===== config.mk =====
export PLATFORM = sky130hd
export DESIGN_NAME = color_temperature_ir_compensated
export DESIGN_NICKNAME = d
export VERILOG_FILES = /design/src/design/ctir_pkg.sv /design/src/design/color_temperature_ir_compensated.sv /design/src/design/ctir_front.sv /design/src/design/ctir_div_stage.sv /design/src/design/ctir_back.sv
export SDC_FILE = /design/constraint.sdc
export NUM_CORES = 2
export LEC_CHECK = 0
export ABC_AREA = 1
export BUFFER_PORTS_ARGS = -buffer_cell sky130_fd_sc_hd__buf_2
export CORE_ASPECT_RATIO = 1.1
export CORE_MARGIN = 10
export CORE_UTILIZATION = 35
export CTS_BUF_LIST = sky130_fd_sc_hd__clkbuf_2
export CTS_CLUSTER_DIAMETER = 150
export DETAILED_ROUTE_END_ITERATION = 6
export PLACE_DENSITY_LB_ADDON = 0.2
export RECOVER_POWER = 100
export SLEW_MARGIN = 20
export SYNTH_ARGS = -nofsm -noshare
export SYNTH_HDL_FRONTEND = slang
export SYNTH_SLANG_ARGS = --single-unit

===== constraint.sdc =====
create_clock -name clk -period 10.7 [get_ports clk]
set_input_delay 1.07 -clock clk [delete_from_list [all_inputs] [get_ports clk]]
set_output_delay 1.07 -clock clk [all_outputs]
set_load 0.01 [all_outputs]

===== src/design/ctir_pkg.sv =====
// ----------------------------------------------------------------------------
// ctir_pkg
// Shared constants and stage payload for the IR-compensated color temperature
// pipeline.
// ----------------------------------------------------------------------------
package ctir_pkg;

  localparam int unsigned CNT_W      = 16;              // channel count width
  localparam int unsigned NUM_W      = 28;              // 3810 * 65535 < 2**28
  localparam int unsigned DIV_STEPS  = 4;               // quotient bits per stage
  localparam int unsigned DIV_STAGES = NUM_W / DIV_STEPS;

  localparam logic [CNT_W-1:0] CT_DIGITAL_SAT  = 16'd65535;
  localparam logic [11:0]      CT_SLOPE        = 12'd3810;
  localparam logic [CNT_W-1:0] CT_OFFSET       = 16'd1391;
  localparam logic [8:0]       CT_CYCLE_BASE   = 9'd256;
  localparam logic [8:0]       CT_CYCLE_LIMIT  = 9'd63;
  localparam logic [7:0]       ATIME_RESET     = 8'd255;

  // Divider working set: remaining dividend bits shift out of the top of nq
  // while quotient bits shift in at the bottom.
  typedef struct packed {
    logic             zero;   // force result to 0
    logic [CNT_W-1:0] den;    // red minus IR
    logic [CNT_W-1:0] rem;    // partial remainder
    logic [NUM_W-1:0] nq;     // dividend / quotient
  } ctir_div_t;

endpackage


===== src/design/color_temperature_ir_compensated.sv =====
// ----------------------------------------------------------------------------
// color_temperature_ir_compensated
// Structure: 10 register stages (2 front, 7 divider stages of 4 quotient bits
// each, 1 output register); every sample passes through them in that order.
// Throughput: one sample per cycle unless result_ready stalls the pipeline; the 28-bit pipelined divider sets depth.
// Reset: synchronous, active high; clears all stage valid bits and sets
// atime to 255 (one integration cycle).
// ----------------------------------------------------------------------------
module color_temperature_ir_compensated import ctir_pkg::*; (
  input  logic             clk,
  input  logic             rst,
  // configuration: atime
  input  logic             cfg_valid,
  output logic             cfg_ready,
  input  logic [7:0]       cfg_data,
  // sample channel
  input  logic             sample_valid,
  output logic             sample_ready,
  input  logic [CNT_W-1:0] clear_count,
  input  logic [CNT_W-1:0] red_count,
  input  logic [CNT_W-1:0] green_count,
  input  logic [CNT_W-1:0] blue_count,
  // result channel
  output logic             result_valid,
  input  logic             result_ready,
  output logic [CNT_W-1:0] cct_kelvin
);

  // Integration setting. The user must write it only while the pipeline is empty
  // (the block itself does not enforce this), so the front stage reads it directly.
  logic [7:0] atime;

  assign cfg_ready = 1'b1;

  always_ff @(posedge clk) begin
    if (rst) begin
      atime <= ATIME_RESET;
    end else if (cfg_valid && cfg_ready) begin
      atime <= cfg_data;
    end
  end

  // Stage handshake chain: every stage holds its item when the next is full
  // and stalled, so a stall anywhere backs up without loss or repeat.
  logic      div_valid [DIV_STAGES+1];
  logic      div_ready [DIV_STAGES+1];
  ctir_div_t div_data  [DIV_STAGES+1];

  // Front: saturation check, IR estimate, red'/blue', 3810 * blue'.
  ctir_front u_front (
    .clk         (clk),
    .rst         (rst),
    .atime       (atime),
    .in_valid    (sample_valid),
    .in_ready    (sample_ready),
    .clear_count (clear_count),
    .red_count   (red_count),
    .green_count (green_count),
    .blue_count  (blue_count),
    .out_valid   (div_valid[0]),
    .out_ready   (div_ready[0]),
    .out_data    (div_data[0])
  );

  // Restoring divider, 3810 * blue' / red', DIV_STEPS bits per stage.
  for (genvar s = 0; s < DIV_STAGES; s++) begin : g_div
    ctir_div_stage u_stage (
      .clk       (clk),
      .rst       (rst),
      .in_valid  (div_valid[s]),
      .in_ready  (div_ready[s]),
      .in_data   (div_data[s]),
      .out_valid (div_valid[s+1]),
      .out_ready (div_ready[s+1]),
      .out_data  (div_data[s+1])
    );
  end

  // Offset add (low 16 bits), zero for invalid or saturated samples.
  ctir_back u_back (
    .clk       (clk),
    .rst       (rst),
    .in_valid  (div_valid[DIV_STAGES]),
    .in_ready  (div_ready[DIV_STAGES]),
    .in_data   (div_data[DIV_STAGES]),
    .out_valid (result_valid),
    .out_ready (result_ready),
    .cct       (cct_kelvin)
  );

endmodule


===== src/design/ctir_front.sv =====
// ----------------------------------------------------------------------------
// ctir_front
// Validity checks, IR estimate, wrapped differences and the 3810 * blue'
// product; two register stages.
// ----------------------------------------------------------------------------
module ctir_front import ctir_pkg::*; (
  input  logic             clk,
  input  logic             rst,
  input  logic [7:0]       atime,
  input  logic             in_valid,
  output logic             in_ready,
  input  logic [CNT_W-1:0] clear_count,
  input  logic [CNT_W-1:0] red_count,
  input  logic [CNT_W-1:0] green_count,
  input  logic [CNT_W-1:0] blue_count,
  output logic             out_valid,
  input  logic             out_ready,
  output ctir_div_t        out_data
);

  logic             a_valid;
  logic             a_zero;
  logic [CNT_W-1:0] a_r2;
  logic [CNT_W-1:0] a_b2;
  logic             a_ready;
  logic             b_valid;
  logic             b_ready;
  ctir_div_t        b_data;

  logic [8:0]       cycles;
  logic [CNT_W-1:0] sat_level;
  logic [17:0]      sum;
  logic [17:0]      excess;
  logic [CNT_W-1:0] ir;
  logic             zero_next;
  logic [CNT_W-1:0] r2_next;
  logic [CNT_W-1:0] b2_next;

  // level = 768 * cycles below the digital limit
  always_comb begin
    cycles = CT_CYCLE_BASE - {1'b0, atime};
    if (cycles > CT_CYCLE_LIMIT) begin
      sat_level = CT_DIGITAL_SAT;
    end else begin
      sat_level = {2'b00, cycles[5:0], 8'h00} + {1'b0, cycles[5:0], 9'h000};
    end
    sum       = {2'b00, red_count} + {2'b00, green_count} + {2'b00, blue_count};
    excess    = sum - {2'b00, clear_count};
    ir        = (sum > {2'b00, clear_count}) ? excess[16:1] : '0;
    r2_next   = red_count - ir;
    b2_next   = blue_count - ir;
    zero_next = (clear_count == '0) || (clear_count >= sat_level);
  end

  assign b_ready  = !b_valid || out_ready;
  assign a_ready  = !a_valid || b_ready;
  assign in_ready = a_ready;

  always_ff @(posedge clk) begin
    if (rst) begin
      a_valid <= 1'b0;
      b_valid <= 1'b0;
    end else begin
      if (a_ready) begin
        a_valid <= in_valid;
      end
      if (b_ready) begin
        b_valid <= a_valid;
      end
    end
  end

  always_ff @(posedge clk) begin
    if (a_ready && in_valid) begin
      a_zero <= zero_next;
      a_r2   <= r2_next;
      a_b2   <= b2_next;
    end
    if (b_ready && a_valid) begin
      b_data.zero <= a_zero || (a_r2 == '0);
      b_data.den  <= a_r2;
      b_data.rem  <= '0;
      b_data.nq   <= NUM_W'(a_b2) * NUM_W'(CT_SLOPE);
    end
  end

  assign out_valid = b_valid;
  assign out_data  = b_data;

endmodule


===== src/design/ctir_div_stage.sv =====
// ----------------------------------------------------------------------------
// ctir_div_stage
// One registered slice of the restoring divider: DIV_STEPS quotient bits.
// ----------------------------------------------------------------------------
module ctir_div_stage import ctir_pkg::*; (
  input  logic      clk,
  input  logic      rst,
  input  logic      in_valid,
  output logic      in_ready,
  input  ctir_div_t in_data,
  output logic      out_valid,
  input  logic      out_ready,
  output ctir_div_t out_data
);

  logic      valid;
  ctir_div_t data;
  ctir_div_t data_next;

  always_comb begin
    logic [CNT_W:0]   trial;
    logic [CNT_W-1:0] rem;
    logic [NUM_W-1:0] nq;
    rem = in_data.rem;
    nq  = in_data.nq;
    for (int i = 0; i < DIV_STEPS; i++) begin
      trial = {rem, nq[NUM_W-1]};
      nq    = {nq[NUM_W-2:0], 1'b0};
      if (trial >= {1'b0, in_data.den}) begin
        trial = trial - {1'b0, in_data.den};
        nq[0] = 1'b1;
      end
      rem = trial[CNT_W-1:0];
    end
    data_next      = in_data;
    data_next.rem  = rem;
    data_next.nq   = nq;
  end

  assign in_ready = !valid || out_ready;

  always_ff @(posedge clk) begin
    if (rst) begin
      valid <= 1'b0;
    end else if (in_ready) begin
      valid <= in_valid;
    end
  end

  always_ff @(posedge clk) begin
    if (in_ready && in_valid) begin
      data <= data_next;
    end
  end

  assign out_valid = valid;
  assign out_data  = data;

endmodule


===== src/design/ctir_back.sv =====
// ----------------------------------------------------------------------------
// ctir_back
// Output register: adds the offset to the quotient or forces 0.
// ----------------------------------------------------------------------------
module ctir_back import ctir_pkg::*; (
  input  logic             clk,
  input  logic             rst,
  input  logic             in_valid,
  output logic             in_ready,
  input  ctir_div_t        in_data,
  output logic             out_valid,
  input  logic             out_ready,
  output logic [CNT_W-1:0] cct
);

  logic             valid;
  logic [CNT_W-1:0] cct_reg;

  assign in_ready = !valid || out_ready;

  always_ff @(posedge clk) begin
    if (rst) begin
      valid <= 1'b0;
    end else if (in_ready) begin
      valid <= in_valid;
    end
  end

  always_ff @(posedge clk) begin
    if (in_ready && in_valid) begin
      cct_reg <= in_data.zero ? '0 : in_data.nq[CNT_W-1:0] + CT_OFFSET;
    end
  end

  assign out_valid = valid;
  assign cct       = cct_reg;

endmodule

* Yosys cells after proc, flatten, opt, wreduce, memory -nomap -nowiden
Index checks and enable logic that the tools add are counted.
** Storage, ports and cells
- Bits in registers :: 488
- Input bits :: 77
- Output and inout port bits :: 19
- Word-level logic and storage cells :: 202
** Cells by class
- Add/subtract/negate cells :: 35
- Multipliers :: 1
- $lt $le $gt $ge :: 31
- Muxes and demuxes :: 57
- Reduce and logical (&&, ||, !) cells :: 34
** Operator list (number)
- two-way mux 16 bit :: 29
- greater-or-equal comparator 17 x 16 -> 1 bit :: 27
- subtractor 16 bit :: 28
- logical NOT 16 bit :: 2
- two-way mux 1 bit :: 28
- multiplier 16 x 11 -> 27 bit, second input constant :: 1
- adder 17 x 16 -> 18 bit :: 1
- greater-than comparator 18 x 16 -> 1 bit :: 1
- adder 16 x 16 -> 17 bit :: 1
- subtractor 17 x 16 -> 17 bit :: 1
- adder 14 x 15 -> 16 bit :: 1
- adder 16 x 11 -> 16 bit, second input constant :: 1
- greater-or-equal comparator 1 x 16 -> 1 bit :: 1
- greater-or-equal comparator 16 bit :: 1
- subtractor 1 x 16 -> 16 bit :: 1
- logical OR 1 bit :: 12
- logical AND 1 bit :: 10
- logical NOT 1 bit :: 10
- greater-than comparator 9 x 6 -> 1 bit, second input constant :: 1
- subtractor 9 x 8 -> 9 bit, first input constant :: 1

* Longest topological paths before layout
- Depth after elaboration :: 12
- Gate-level depth with buffers :: 59
- Mapped depth without buffers :: 54

* Modules after synthesis
From an unflattened synthesis, not the netlist that was laid out.
** Unflattened totals
- Cell total of the unflattened synthesis :: 6754
- Area, all modules :: 52964.5 sq um
** By module, submodules not included
- ctir_div_stage at g_div[0].u_stage ... :: times used 5, cells an instance 797, area an instance 5985.7 sq um, seq. area each 1851.8 sq um
- ctir_div_stage at g_div[2].u_stage ... :: times used 2, cells an instance 747, area an instance 5858.1 sq um, seq. area each 1851.8 sq um
- ctir_front :: times used 1, cells an instance 1091, area an instance 9979.6 sq um, seq. area each 2352.3 sq um
- ctir_back :: times used 1, cells an instance 147, area an instance 1049.8 sq um, seq. area each 500.5 sq um
- color_temperature_ir_compensated :: times used 1, cells an instance 37, area an instance 290.3 sq um, seq. area each 160.2 sq um

* Worst setup path after synthesis
Ideal clock, no wire load.
- Path kind :: reg2reg
- From :: register g_div[3].u_stage.data (netlist bit g_div[3].u_stage.out_data[45])
- To :: register g_div[4].u_stage.data (netlist bit g_div[4].u_stage.out_data[39]) (data pin)
- Setup time :: 253 ps
- Arrival :: 6899 ps
- Data required time :: 10447 ps
- Setup slack :: 3548 ps
- Cell stages (with the launch flop) :: 56
- Path buffers :: 7
- Clock period less this slack :: 7152 ps
- Path through :: edfxtp_1 -> inv_1 -> ha_1 -> nand3_1 -> nand2_1 -> nand2_1 -> nand3_2 -> nand2_1 -> nand2_1 -> nand2_2 -> nand2_2 -> buf_6 -> inv_2 -> buf_6 -> buf_6 -> nand2_1 -> o21ai_2 -> ha_1 -> (+20 left out) -> nor2_1 -> nand3_2 -> buf_4 -> o21ai_0 -> ha_1 -> nand3_1 -> nand2_1 -> nand3_1 -> o2111ai_1 -> nand2_1 -> nand3_1 -> nand2_1 -> inv_1 -> nor2_1 -> nand3_2 -> buf_4 -> nand2_1 -> nand2_1
** RTL lines
- start: declaration :: RTL line ctir_div_stage.sv:17 : ctir_div_t data;
- start signal: assignment :: RTL line ctir_div_stage.sv:52 : data <= data_next;
- end signal: assignment :: RTL line ctir_div_stage.sv:52
- end: declaration :: RTL line ctir_div_stage.sv:17

==> flow_metrics.py <==
metrics = {
    "setup_path": {
        "slowest_stage": "o21ai_0",
        "end_kind": "flip-flop",
        "crit_arrival_ns": 11.19,
        "critical_path_class": "reg -> reg",
        "critical_path.most_common_cell": "nand2_1",
        "cp_max_fo": 18,
        "cp-start-kind": "flip-flop",
        "cpPeakStageDelay_ns": 0.63,
        "crit_required_ns": 11.89,
    },
    "grt": {
        "antenna_found_initial": 4,
        "grt_pass1_wl_mm": 220,
        "grt_usage_pct": 18.6,
        "first_global_vias": 39900,
        "grt_max_degree": 57,
        "gr-total-overflow": 0,
    },
    "cells_and_area": {
        "largest_register_ffs": 317,
        "layout-drive-gt1-share_pct": 6.51,
        "most-common-layout-cells": "1,690 x nand2_1, 766 x inv_1, 609 x ha_1, 473 x a21oi_1, 410 x edfxtp_1",
        "layout_commonest_cell": "nand2_1",
        "area_growth_syn_to_layout_pct": 7.97,
        "nets": 7045,
        "layoutNonFillerInstCount": 8119,
    },
    "timing": {
        "fin_crit_ns": 10.0,
        "tightest_slew_ns": 3.29,
        "period_share_pct": 93.4,
        "slew_violations": 370,
        "max-slew-margin-rel_pct": -119,
        "setup_viol": 0,
        "fin_worst_skew_ns": 0.124,
        "tns_ns": 0,
        "hold_viol": 0,
        "grt_setup_unrepaired": "false",
        "fin_ws_ns": 0.704,
        "fmax_ghz": 0.100,
    },
    "outcome": {
        "status": "complete, but fails checks",
        "violations": "DRC, capacitance limit, slew limit",
    },
    "clock_tree": {
        "clk_latency_ns": 1.38,
        "h-tree-depth": 3,
        "cts_buffers": 118,
        "clk_pin_slew_ns": 0.13,
        "cts_resized": 0,
        "root_buffer": "clkbuf_2",
        "clock-sinks": 428,
        "clockBufferDepth": 3,
        "cts_tree": "built",
    },
    "detailed_routing": {
        "via_per_inst": 5.01,
        "routed_wl_mm": 141,
        "num_vias": 40700,
        "dr.pass1.iters": 7,
        "ant_nets": 0,
        "wire_per_inst_um": 17.4,
        "drt_iter0_drc": 2350,
        "drcViolationCount": 4,
    },
    "logic_synthesis": {
        "async_flop_share_pct": 0,
        "seq_area_frac_synth_pct": 27.3,
        "synth_cell_types": 62,
        "syn_avg_cell_area_sq_um": 7.66,
        "synth_seq_cells": 428,
        "synth-edff-count": 410,
        "synthesis.nets": 6859,
        "synth_warnings": 0,
        "syn_area_sq_um": 46400,
        "synthFlopType": "edfxtp_1",
        "synthCells": 6063,
    },
    "placed_design": {
        "dpl.hpwl_mm": 117,
        "dp_slack_ns": 1.14,
        "io_buffer_count": 94,
        "gp_congestion": 0.915,
        "place_inst": 7877,
    },
    "floorplanning": {
        "start_util_pct": 35.1,
        "num_rows": 140,
        "dieArea_sq_um": 148000,
        "core_sq_um": 132000,
        "die_width_um": 367,
        "fp.dieH_um": 402,
        "ioPinCount": 96,
    },
    "hold_path": {
        "hold_class": "in -> reg",
    },
    "flow_run": {
        "drv_cap": 8,
    },
}
[worst max-delay path, delay by kind of cell, from the launching register on]
kind,cells,cell delay (ns)
and+or+nand+nor,14,2.60
adders and majority gates,4,1.54
AOI/OAI and AO/OA,14,3.94
buffers and inverters,6,1.15
xor gates and xnor gates,1,0.14
DFF,1,0.51
[metrics by stage]
step                      util (%)  hold slack (ns)  cell area (sq um)
after global routing          37.9           0.0593              50100
final                         37.9            0.211              50100
after detailed placement      37.0            0.405              48800
after floorplan                  -            0.400              46400
after CTS                     38.0         0.000203              50200
after global placement        37.0            0.400              48800
[worst paths after layout]
path	depth (start not counted)	slack [ns]	start	endpoint
setup / recovery	39	0.70	g_div[1].u_stage.out_data[56]	g_div[2].u_stage.out_data[34]
hold / removal	4	0.21	blue_count[0]	u_front.a_b2[0]
setup reg to reg	39	0.70	g_div[1].u_stage.out_data[56]	g_div[2].u_stage.out_data[34]
hold reg to reg	0	0.40	g_div[0].u_stage.out_data[6]	g_div[1].u_stage.out_data[10]
[routing by layer]
layer / track usage [%] / up-vias / wire [um]
met4: 5.88 / 2 / 4000
li1: - / 20900 / -
met3: 2.34 / 197 / 5280
met2: 33.6 / 803 / 70500
met5: 0 / - / 13
met1: 22.6 / 18800 / 61500
[area by class of cell]
type                    count  area, sq um
inverters                 781         2940
clock inverters            43          299
clock buffers             168          841
well taps                1775         2220
repair buffers            141          840
diodes                      4         10.0
flip-flops and latches    428        12700
multi-input cells        4779        30300
fillers                 14000        82000
[cell families (layout without fill, tap and decap cells)]
logic type / Yosys count / after routing / synth area share, %
and+or+nand+nor: 2622 / 2622 / 24.2
AOI/OAI and AO/OA: 1052 / 1052 / 12.7
buffers and inverters: 856 / 1133 / 7.34
adders and majority gates: 719 / 719 / 21.2
DFF: 428 / 428 / 27.3
xor gates and xnor gates: 385 / 385 / 7.26
other: 1 / 5 / 0.00808
[synthesized netlist by cell type, types with 6 or more instances]
cell       instances  area (sq um)
nand2_1         1687          6330
buf_2             33           165
o21ai_0          308          1540
inv_1            766          2880
xnor2_1          172          1510
edfxtp_1         410         12300
fa_1             110          2200
a31oi_1           26           163
nand3b_1          34           255
dfxtp_1           18           360
clkbuf_1          17          63.8
o21a_1            20           150
buf_6             14           158
nand4_1           64           400
and3_1             6          37.5
nor2_4             7          78.8
xor2_1           213          1870
a221oi_1           7          61.3
a21oi_1          472          2360
ha_1             609          7620
a21o_1            37           278
inv_2             11          41.3
o21ai_2           18           158
a211oi_1          16           120
nand3_2           19           190
nor2_2            16           100
a21boi_0          25           188
or2_2             29           181
nor4_1            29           181
nor3_1            52           260
o211ai_1          14           105
nand2_2           20           125
nor2_1           271          1020
nand3_1          367          1840
o21ai_1           48           240
o2111ai_1          8          70.1
buf_4             11          82.6
o21bai_1          28           210
[timing repair]
item | CTS | global route
buffers inserted | 0 | 0
hold buffers | 27 | 0
endpoints found under the hold margin | 14 | 0
Power is not shown: default switching activity piles up to over one toggle a cycle in this logic, so the estimate is an artifact.
